### src/sedm_pkg.sv
// shared types, field positions and merge functions of the edge dedup merge unit
// no dependencies
package sedm_pkg;

	// weight word layout
	localparam int CNT_LSB      = 16;
	localparam int CNT_W        = 16;
	localparam int REV_BIT      = 15;
	localparam int SRC_CONT_BIT = 14;
	localparam int DST_CONT_BIT = 13;
	localparam int DOVE_BIT     = 12;
	localparam int TRIM_W       = 12;

	// output queue geometry (depth is a power of two, pointers wrap)
	localparam int QDEPTH = 4;
	localparam int QPTR_W = $clog2(QDEPTH);
	localparam int QCNT_W = $clog2(QDEPTH + 1);

	// one emitted edge
	typedef struct packed {
		logic [31:0] source;
		logic [31:0] dest;
		logic [31:0] word;
		logic        last;
	} result_t;

	// sum counts and derive contained and dovetail flags
	function automatic logic [31:0] merge_sum(input logic [31:0] oldw, input logic [31:0] neww);
		logic [CNT_W-1:0] c1;
		logic [CNT_W-1:0] c2;
		logic [CNT_W-1:0] sum;
		logic d1, d2, s1, t1, s2, t2, none1, none2, n1, n2, sc, dc, dv;
		c1    = neww[CNT_LSB +: CNT_W];
		c2    = oldw[CNT_LSB +: CNT_W];
		sum   = c1 + c2;
		d1    = neww[DOVE_BIT];
		d2    = oldw[DOVE_BIT];
		s1    = neww[SRC_CONT_BIT];
		t1    = neww[DST_CONT_BIT];
		s2    = oldw[SRC_CONT_BIT];
		t2    = oldw[DST_CONT_BIT];
		none1 = ~(s1 | t1);
		none2 = ~(s2 | t2);
		n1    = (d1 & none1) | (d2 & ~none1 & none2);
		n2    = (d2 & none2) | (n1 & ~none2 & none1);
		sc    = s1 & s2;
		dc    = t1 & t2;
		if (!(sc | dc)) begin
			dv = (c1 > c2) ? n1 : n2;
		end else begin
			dv = n1 | n2;
		end
		return {sum, 1'b0, sc, dc, dv, {TRIM_W{1'b0}}};
	endfunction

	// take the new word, keep contained flags of both
	function automatic logic [31:0] merge_replace(input logic [31:0] oldw, input logic [31:0] neww);
		logic s1, t1, dv;
		s1 = neww[SRC_CONT_BIT];
		t1 = neww[DST_CONT_BIT];
		dv = neww[DOVE_BIT] & ~s1 & ~t1;
		return {neww[31:REV_BIT], s1 | oldw[SRC_CONT_BIT], t1 | oldw[DST_CONT_BIT], dv,
			neww[TRIM_W-1:0]};
	endfunction

endpackage

### src/sedm_ifs.sv
// valid/ready channel interfaces for input edges and emitted edges
// no dependencies
interface sedm_in_if;
	logic        valid;
	logic        ready;
	logic [31:0] edge_source;
	logic [31:0] edge_dest;
	logic [31:0] edge_word;
	logic        stream_end;

	modport source (output valid, edge_source, edge_dest, edge_word, stream_end, input ready);
	modport sink (input valid, edge_source, edge_dest, edge_word, stream_end, output ready);
endinterface

interface sedm_out_if;
	logic        valid;
	logic        ready;
	logic [31:0] out_source;
	logic [31:0] out_dest;
	logic [31:0] out_word;
	logic        out_last;

	modport source (output valid, out_source, out_dest, out_word, out_last, input ready);
	modport sink (input valid, out_source, out_dest, out_word, out_last, output ready);
endinterface

### src/sorted_edge_dedup_merge_unit.sv
// sorted edge dedup merge unit: folds runs of equal (source, dest) edges into one
// depends on sedm_pkg and the channel interfaces in sedm_ifs.sv
//
//  channel    dir  handshake     payload
//  edge_in    in   valid/ready   edge_source, edge_dest, edge_word, stream_end
//  edge_out   out  valid/ready   out_source, out_dest, out_word, out_last
//  cfg        in   cfg_we        cfg_wdata (merge_mode)
//
// one item is taken per cycle while edge_in is ready; the key compare and word
// merge sit between the pending edge register and a four-entry output queue, so
// a result appears in the cycle after the item that causes it. an item may push
// up to two results. edge_in is ready while the queue has two free entries; with
// edge_out always ready, items that cause one result flow every cycle, and a key
// change with stream_end adds an extra entry, so the input stalls at three queued.
// arst_n clears the pending slot, the queue and merge_mode.
module sorted_edge_dedup_merge_unit (
	input  logic            clk,
	input  logic            arst_n,
	input  logic            cfg_we,
	input  logic            cfg_wdata,
	sedm_in_if.sink         edge_in,
	sedm_out_if.source      edge_out
);
	import sedm_pkg::*;

	logic                merge_mode_q;
	logic                pend_valid_q;
	logic [31:0]         pend_src_q;
	logic [31:0]         pend_dst_q;
	logic [31:0]         pend_word_q;

	result_t             q_mem_q [QDEPTH];
	logic [QPTR_W-1:0]   wr_ptr_q;
	logic [QPTR_W-1:0]   rd_ptr_q;
	logic [QCNT_W-1:0]   cnt_q;

	logic                acc;
	logic                hit;
	logic                emit_old;
	logic                flush;
	logic                pop;
	logic [31:0]         nxt_word;
	logic [QPTR_W-1:0]   flush_ptr;
	logic [QCNT_W-1:0]   push_n;
	result_t             old_res;
	result_t             flush_res;
	result_t             head;

	// configuration register
	always_ff @(posedge clk or negedge arst_n) begin
		if (!arst_n) begin
			merge_mode_q <= 1'b0;
		end else if (cfg_we) begin
			merge_mode_q <= cfg_wdata;
		end
	end

	// key compare and word merge
	assign acc      = edge_in.valid && edge_in.ready;
	assign hit      = pend_valid_q && (pend_src_q == edge_in.edge_source)
	                  && (pend_dst_q == edge_in.edge_dest);
	assign emit_old = acc && pend_valid_q && !hit;
	assign flush    = acc && edge_in.stream_end;

	always_comb begin
		if (hit) begin
			nxt_word = merge_mode_q ? merge_sum(pend_word_q, edge_in.edge_word)
			                        : merge_replace(pend_word_q, edge_in.edge_word);
		end else begin
			nxt_word = edge_in.edge_word;
		end
	end

	assign old_res   = '{source: pend_src_q, dest: pend_dst_q, word: pend_word_q, last: 1'b0};
	assign flush_res = '{source: edge_in.edge_source, dest: edge_in.edge_dest,
	                     word: nxt_word, last: 1'b1};

	// pending edge control
	always_ff @(posedge clk or negedge arst_n) begin
		if (!arst_n) begin
			pend_valid_q <= 1'b0;
		end else if (acc) begin
			pend_valid_q <= !edge_in.stream_end;
		end
	end

	// pending edge payload
	always_ff @(posedge clk) begin
		if (acc) begin
			pend_src_q  <= edge_in.edge_source;
			pend_dst_q  <= edge_in.edge_dest;
			pend_word_q <= nxt_word;
		end
	end

	// output queue pointers and fill count
	assign pop       = edge_out.valid && edge_out.ready;
	assign push_n    = QCNT_W'(emit_old) + QCNT_W'(flush);
	assign flush_ptr = emit_old ? wr_ptr_q + QPTR_W'(1) : wr_ptr_q;

	always_ff @(posedge clk or negedge arst_n) begin
		if (!arst_n) begin
			wr_ptr_q <= '0;
			rd_ptr_q <= '0;
			cnt_q    <= '0;
		end else begin
			wr_ptr_q <= wr_ptr_q + QPTR_W'(push_n);
			if (pop) begin
				rd_ptr_q <= rd_ptr_q + QPTR_W'(1);
			end
			cnt_q <= cnt_q + push_n - QCNT_W'(pop);
		end
	end

	// output queue storage
	always_ff @(posedge clk) begin
		if (emit_old) begin
			q_mem_q[wr_ptr_q] <= old_res;
		end
		if (flush) begin
			q_mem_q[flush_ptr] <= flush_res;
		end
	end

	// channel outputs
	assign edge_in.ready       = (cnt_q <= QCNT_W'(QDEPTH - 2));
	assign head                = q_mem_q[rd_ptr_q];
	assign edge_out.valid      = (cnt_q != '0);
	assign edge_out.out_source = head.source;
	assign edge_out.out_dest   = head.dest;
	assign edge_out.out_word   = head.word;
	assign edge_out.out_last   = head.last;

endmodule

### src/flat_wrapper.sv
// flat-port wrapper written by rule: the top's interface ports become plain ports
module sorted_edge_dedup_merge_unit_flat import sedm_pkg::*;
  (clk, arst_n, cfg_we, cfg_wdata, edge_in_valid, edge_in_edge_source, edge_in_edge_dest, edge_in_edge_word, edge_in_stream_end, edge_in_ready, edge_out_valid, edge_out_out_source, edge_out_out_dest, edge_out_out_word, edge_out_out_last, edge_out_ready);
  sedm_in_if edge_in_i ();
  sedm_out_if edge_out_i ();
  input  logic clk;
  input  logic arst_n;
  input  logic cfg_we;
  input  logic cfg_wdata;
  input wire logic [$bits(edge_in_i.valid)-1:0] edge_in_valid;
  input wire logic [$bits(edge_in_i.edge_source)-1:0] edge_in_edge_source;
  input wire logic [$bits(edge_in_i.edge_dest)-1:0] edge_in_edge_dest;
  input wire logic [$bits(edge_in_i.edge_word)-1:0] edge_in_edge_word;
  input wire logic [$bits(edge_in_i.stream_end)-1:0] edge_in_stream_end;
  output wire logic [$bits(edge_in_i.ready)-1:0] edge_in_ready;
  output wire logic [$bits(edge_out_i.valid)-1:0] edge_out_valid;
  output wire logic [$bits(edge_out_i.out_source)-1:0] edge_out_out_source;
  output wire logic [$bits(edge_out_i.out_dest)-1:0] edge_out_out_dest;
  output wire logic [$bits(edge_out_i.out_word)-1:0] edge_out_out_word;
  output wire logic [$bits(edge_out_i.out_last)-1:0] edge_out_out_last;
  input wire logic [$bits(edge_out_i.ready)-1:0] edge_out_ready;
  assign edge_in_i.valid = edge_in_valid;
  assign edge_in_i.edge_source = edge_in_edge_source;
  assign edge_in_i.edge_dest = edge_in_edge_dest;
  assign edge_in_i.edge_word = edge_in_edge_word;
  assign edge_in_i.stream_end = edge_in_stream_end;
  assign edge_in_ready = edge_in_i.ready;
  assign edge_out_valid = edge_out_i.valid;
  assign edge_out_out_source = edge_out_i.out_source;
  assign edge_out_out_dest = edge_out_i.out_dest;
  assign edge_out_out_word = edge_out_i.out_word;
  assign edge_out_out_last = edge_out_i.out_last;
  assign edge_out_i.ready = edge_out_ready;
  sorted_edge_dedup_merge_unit u_core (.clk(clk), .arst_n(arst_n), .cfg_we(cfg_we), .cfg_wdata(cfg_wdata), .edge_in(edge_in_i), .edge_out(edge_out_i));
endmodule
### config.mk
export PLATFORM = sky130hd
export DESIGN_NAME = sorted_edge_dedup_merge_unit_flat
export DESIGN_NICKNAME = d
export VERILOG_FILES = /design/src/sedm_pkg.sv /design/src/sedm_ifs.sv /design/src/sorted_edge_dedup_merge_unit.sv /design/src/flat_wrapper.sv
export SDC_FILE = /design/constraint.sdc
export NUM_CORES = 1
export LEC_CHECK = 0
export BUFFER_PORTS_ARGS = -buffer_cell sky130_fd_sc_hd__buf_2
export CAP_MARGIN = 0
export CORE_UTILIZATION = 55
export CTS_BUF_LIST = sky130_fd_sc_hd__clkbuf_16
export CTS_CLUSTER_SIZE = 10
export DETAILED_ROUTE_END_ITERATION = 10
export PLACE_DENSITY = 0.74
export RECOVER_POWER = 25
export SETUP_SLACK_MARGIN = 0.4
export SLEW_MARGIN = 20
export SYNTH_ARGS = -nofsm -noshare
export SYNTH_HDL_FRONTEND = slang
export SYNTH_SLANG_ARGS = --single-unit
### constraint.sdc
create_clock -name clk -period 26.6 [get_ports clk]
set_input_delay 6.65 -clock clk [delete_from_list [all_inputs] [get_ports clk]]
set_output_delay 6.65 -clock clk [all_outputs]
set_load 0.1 [all_outputs]
# After elaboration in Yosys (flattened, before gate mapping)

Memory sizes are Yosys's and may differ from the RTL's.
Index checks and enable logic that the tools add are counted.
Widths: inputs -> output; s select.

Multiply operators: 0
Reduce and logical (&&, ||, !) cells: 10
Bitwise logic cells: 22
Equal/unequal tests: 2
Muxes and demuxes: 9
$add $sub $neg: 7
Div/mod/pow operators: 0
Shift operators: 0
Magnitude comparators: 2

Operator list:

| cell                | count |
|---|---|
| $eq 32x32->1        | 2 |
| $mux 32             | 2 |
| $add 16x16->16      | 1 |
| $gt 16x16->1        | 1 |
| $and 1x1->1         | 10 |
| $or 1x1->1          | 8 |
| $logic_and 1x1->1   | 7 |
| $mux 1              | 6 |
| $add 2x1->2 const B | 2 |
| $not 1->1           | 4 |
| $add 3x3->3         | 1 |
| $le 3x2->1 const B  | 1 |
| $reduce_bool 3->1   | 1 |
| $sub 3x1->3         | 1 |
| $add 1x1->2         | 1 |
| $add 2x2->2         | 1 |
| $logic_not 1->1     | 2 |
| $mux 2              | 1 |

Latch bits: 0
Output and inout port bits: 99
Memories kept: 1
Bits in writable memories: 388
Memory bits (read-only): 0
Word-level logic and storage cells: 61
Input bits: 103
Register bits: 105

Memory list:

| memory         | depth | width | read ports | clocked after memory_dff | write ports | line                               | text |
|---|---|---|---|---|---|---|---|
| u_core.q_mem_q | 4     | 97    | 1          | 0                        | 2           | sorted_edge_dedup_merge_unit.sv:32 | `result_t q_mem_q [QDEPTH];` |

# Logic depth before layout (Yosys ltp)

Depth after elaboration: 11
Mapped depth: 13

# Least setup slack after synthesis

No wires, ideal clock.

Path type: input to register
Start: input edge_in_valid
End: memory u_core.q_mem_q[0][10] in the netlist's numbering, enable pin
Data arrival time: 16,826 ps
Slack: 9,091 ps
Setup time: 683 ps
Stages on the path: 3
Buffers on the path: 0
Cells stage by stage: and2_1 -> nand2_1 -> o21ai_0

RTL lines:

| item            | line                               | text |
|---|---|---|
| start, declared | flat_wrapper.sv:10                 | `input wire logic [$bits(edge_in_i.valid)-1:0] edge_in_valid;` |
| end, declared   | sorted_edge_dedup_merge_unit.sv:32 |  |

==> metrics <==
status finished, violations left; failing checks max-capacitance violations, max-slew violations; drt drc 0; maximum vdd drop 0.08882 mV; final hold slack 0.4556 ns; RSZ-0062 raised after global routing no; Max Freq 0.06666 GHz; Die H 221.0 microns; clock sinks approximately 490; 1st-pass router iterations 6; hold path depth 1; syn nets between 2,000 and 2,500; CP cell instances clkbuf_1 -> and2_0 -> nand2_1 -> a31oi_1 -> clkbuf_1 -> buf_4 -> buf_16 -> nand3_1 -> o21ai_1; worst path required time 27.03 ns; cell count after synthesis ~2,300; Die W ~220 microns; Final Cell Area 28,720 sq um; worst-margin pin slew 4.372 ns; number of nets in the layout 2,542; detailed placer's ending HPWL 42,080 microns; startpoint types primary input; CORE AREA around 47,000 sq um; register bit total from synthesis 493; Async SR Flop Fraction 1.826%; htree depth 2; worst-skew pair later-pin latency 0.61 ns; Hold Crit Class reg -> reg; Yosys warnings 0; Area Growth Syn to Fin 8.840%; maxcap violations 7; Slew HR -191.5%; Root Buffer clkbuf_16; CP max FO 80; count leader, synth nand2_1; Final setup viols 0; Levels on crit path 9; Buffers on Ports 201; Final Hold Viols 0; Worst Clk Skew 0.02712 ns; post-synth top area share about 55%; Vias/cell 6.203; GRT Total Usage ~29%; GRT overflow 0; Top Ports 202; ys flop type edfxtp_1; count of hold-fix buffers inserted at cts 0; Synth area leaders edfxtp_1 55%, nand2_1 9.2%, mux4_2 8.3%; vias in the first global route 18,550; area leader, netlist edfxtp_1; slowest library cell on the worst path and2_0; Final Wtd Congestion 0.9028; dpl cells 2,946; Buf+Inv Stages, Crit Path 4; CTS tree done; CTS Buf Count 55; largest net degree at the start of global routing 176; final setup TNS 0 ns; Final Util roughly 61%; Crit. End Element flip-flop; initial antenna violation count 9; pwr dens 113.8 nW/um^2; cell family with most CP delay simple AND/OR/NAND/NOR gates; proportion of layout cells with a drive suffix above 1 approximately 14%; critical path data arrival time 15.44 ns; Period Utilization, post-route a little under three fifths; pre-CTS WS between 15 and 20 ns; Post-Syn Area 26,380 sq um; Post-synth EDFFs 480; path depth of the worst reg2reg path 9; num rows between 70 and 80; Slew Limit Fails about 470; first-pass GRT wire length 108,800 microns; total wire length 71,370 microns; crit path time final 15.00 ns; Total Power 3.267 mW; Layout Cells excl Fill 3,036; Starting DRT DRC Count 2,187; WL/cell 23.51 microns; Synth cell types 67; Post-CTS Setup Bufs 0; Post-synth top cells 646 x nand2_1, 480 x edfxtp_1, 280 x o21ai_1; die area 48,850 sq um; CTS resizes 0; Worst Path Class, Setup in -> reg; Max Buffers Root-to-Sink 3; Seq/Total Area, Yosys 55.79%; Leak Pwr between 9 and 10 nW; via count 18,830; max incr delay on CP around 2.8 ns; Initial Utilization 56.19%; setup ws final 11.60 ns; most frequent cell on the critical path clkbuf_1; DRT antenna net count 0; placed cell area 27,300 sq um; Syn Area/Cell 11.64 sq um; Reg clk slew, reported paths around 0.050 ns
path summary, 6_finish.rpt:
path | startpoint | to | slack, ns
setup / recovery | edge_in_valid | u_core.q_mem_q[3][3] | 11.60
hold / removal | u_core.q_mem_q[0][0] | u_core.q_mem_q[0][0] | 0.46
setup reg to reg | u_core.cnt_q[1] | u_core.q_mem_q[3][3] | 17.13
hold reg to reg | u_core.q_mem_q[0][0] | u_core.q_mem_q[0][0] | 0.46
max in group asynchronous | arst_n | u_core.rd_ptr_q[0] | 20.06
min in group asynchronous | arst_n | u_core.merge_mode_q | 6.05
layout make-up:
type	instances	area, sq um
Clock inverter	26	141.4
Antenna cell	7	17.52
Fill cell	3659	18240
Inverter	80	300.3
Clock buffer	56	1401
Sequential cell	493	14720
Multi-Input combinational cell	1541	10240
Tap cell	607	759.5
Timing Repair Buffer	226	1130
metal layers:
layer	GRT usage, %	vias up	part of all wire (%)
met5	0	-	0.069
met4	12.47	8	3.4
met3	6.028	142	9.0
met2	47.90	1007	49
met1	37.53	9243	38
li1	-	8431	-
power breakdown:
group / internal, mW / switching, mW
clock network: 0.382 / 0.295
registers: 1.03 / 0.0948
logic: 0.332 / 1.14
total: 1.74 / 1.53
sequential cells by signal, summed over array words and instances (netlist names):
signal               flops
u_core.cnt_q             3
u_core.pend_valid_q      1
u_core.pend_dst_q       32
u_core.wr_ptr_q          2
u_core.merge_mode_q      1
u_core.pend_src_q       32
u_core.pend_word_q      32
u_core.q_mem_q         388
u_core.rd_ptr_q          2
cells by family (layout without fill, tap and decap cells):
| kind of cell | count (synthesis) | after routing | synth area share [%] |
|---|---|---|---|
| AO/OA/AOI/OAI | 388 | 388 | 8.622 |
| XOR/XNOR | 55 | 55 | 1.826 |
| adder cells (fa/ha/maj) | 42 | 42 | 2.049 |
| buffers and inverters | 233 | 388 | 5.373 |
| flip-flops | 493 | 493 | 55.79 |
| multiplexers | 187 | 187 | 11.79 |
| other | 0 | 7 | 0 |
| AND/OR/NAND/NOR | 869 | 869 | 14.55 |
layout by cell type, fill, tap and decap left out, types with 6 or more instances in the layout:
cell type  Yosys  routed
o31ai_1       20      20
nand4_1       26      26
mux2i_1       82      82
ha_1          40      40
buf_4         16      16
mux2i_2        6       6
nor2_1        25      25
clkbuf_16      0      56
nand2b_1      53      51
nor2b_1        9       9
nor3_1        13      13
edfxtp_1     480     480
nor4_1         9       9
nand3_1       53      53
diode_2        0       7
a21o_1        11      11
a21oi_2        9       6
a21oi_1       14      17
o21ai_0       12      56
xnor2_1       26      26
clkbuf_1      47      86
dfrtp_1        9       8
mux4_2        97      97
o21ai_1      280     234
nand2_1      646     646
inv_1         76      99
buf_2         20     120
xor2_1        29      29
No activity file was read; power rests on OpenSTA's default activity.
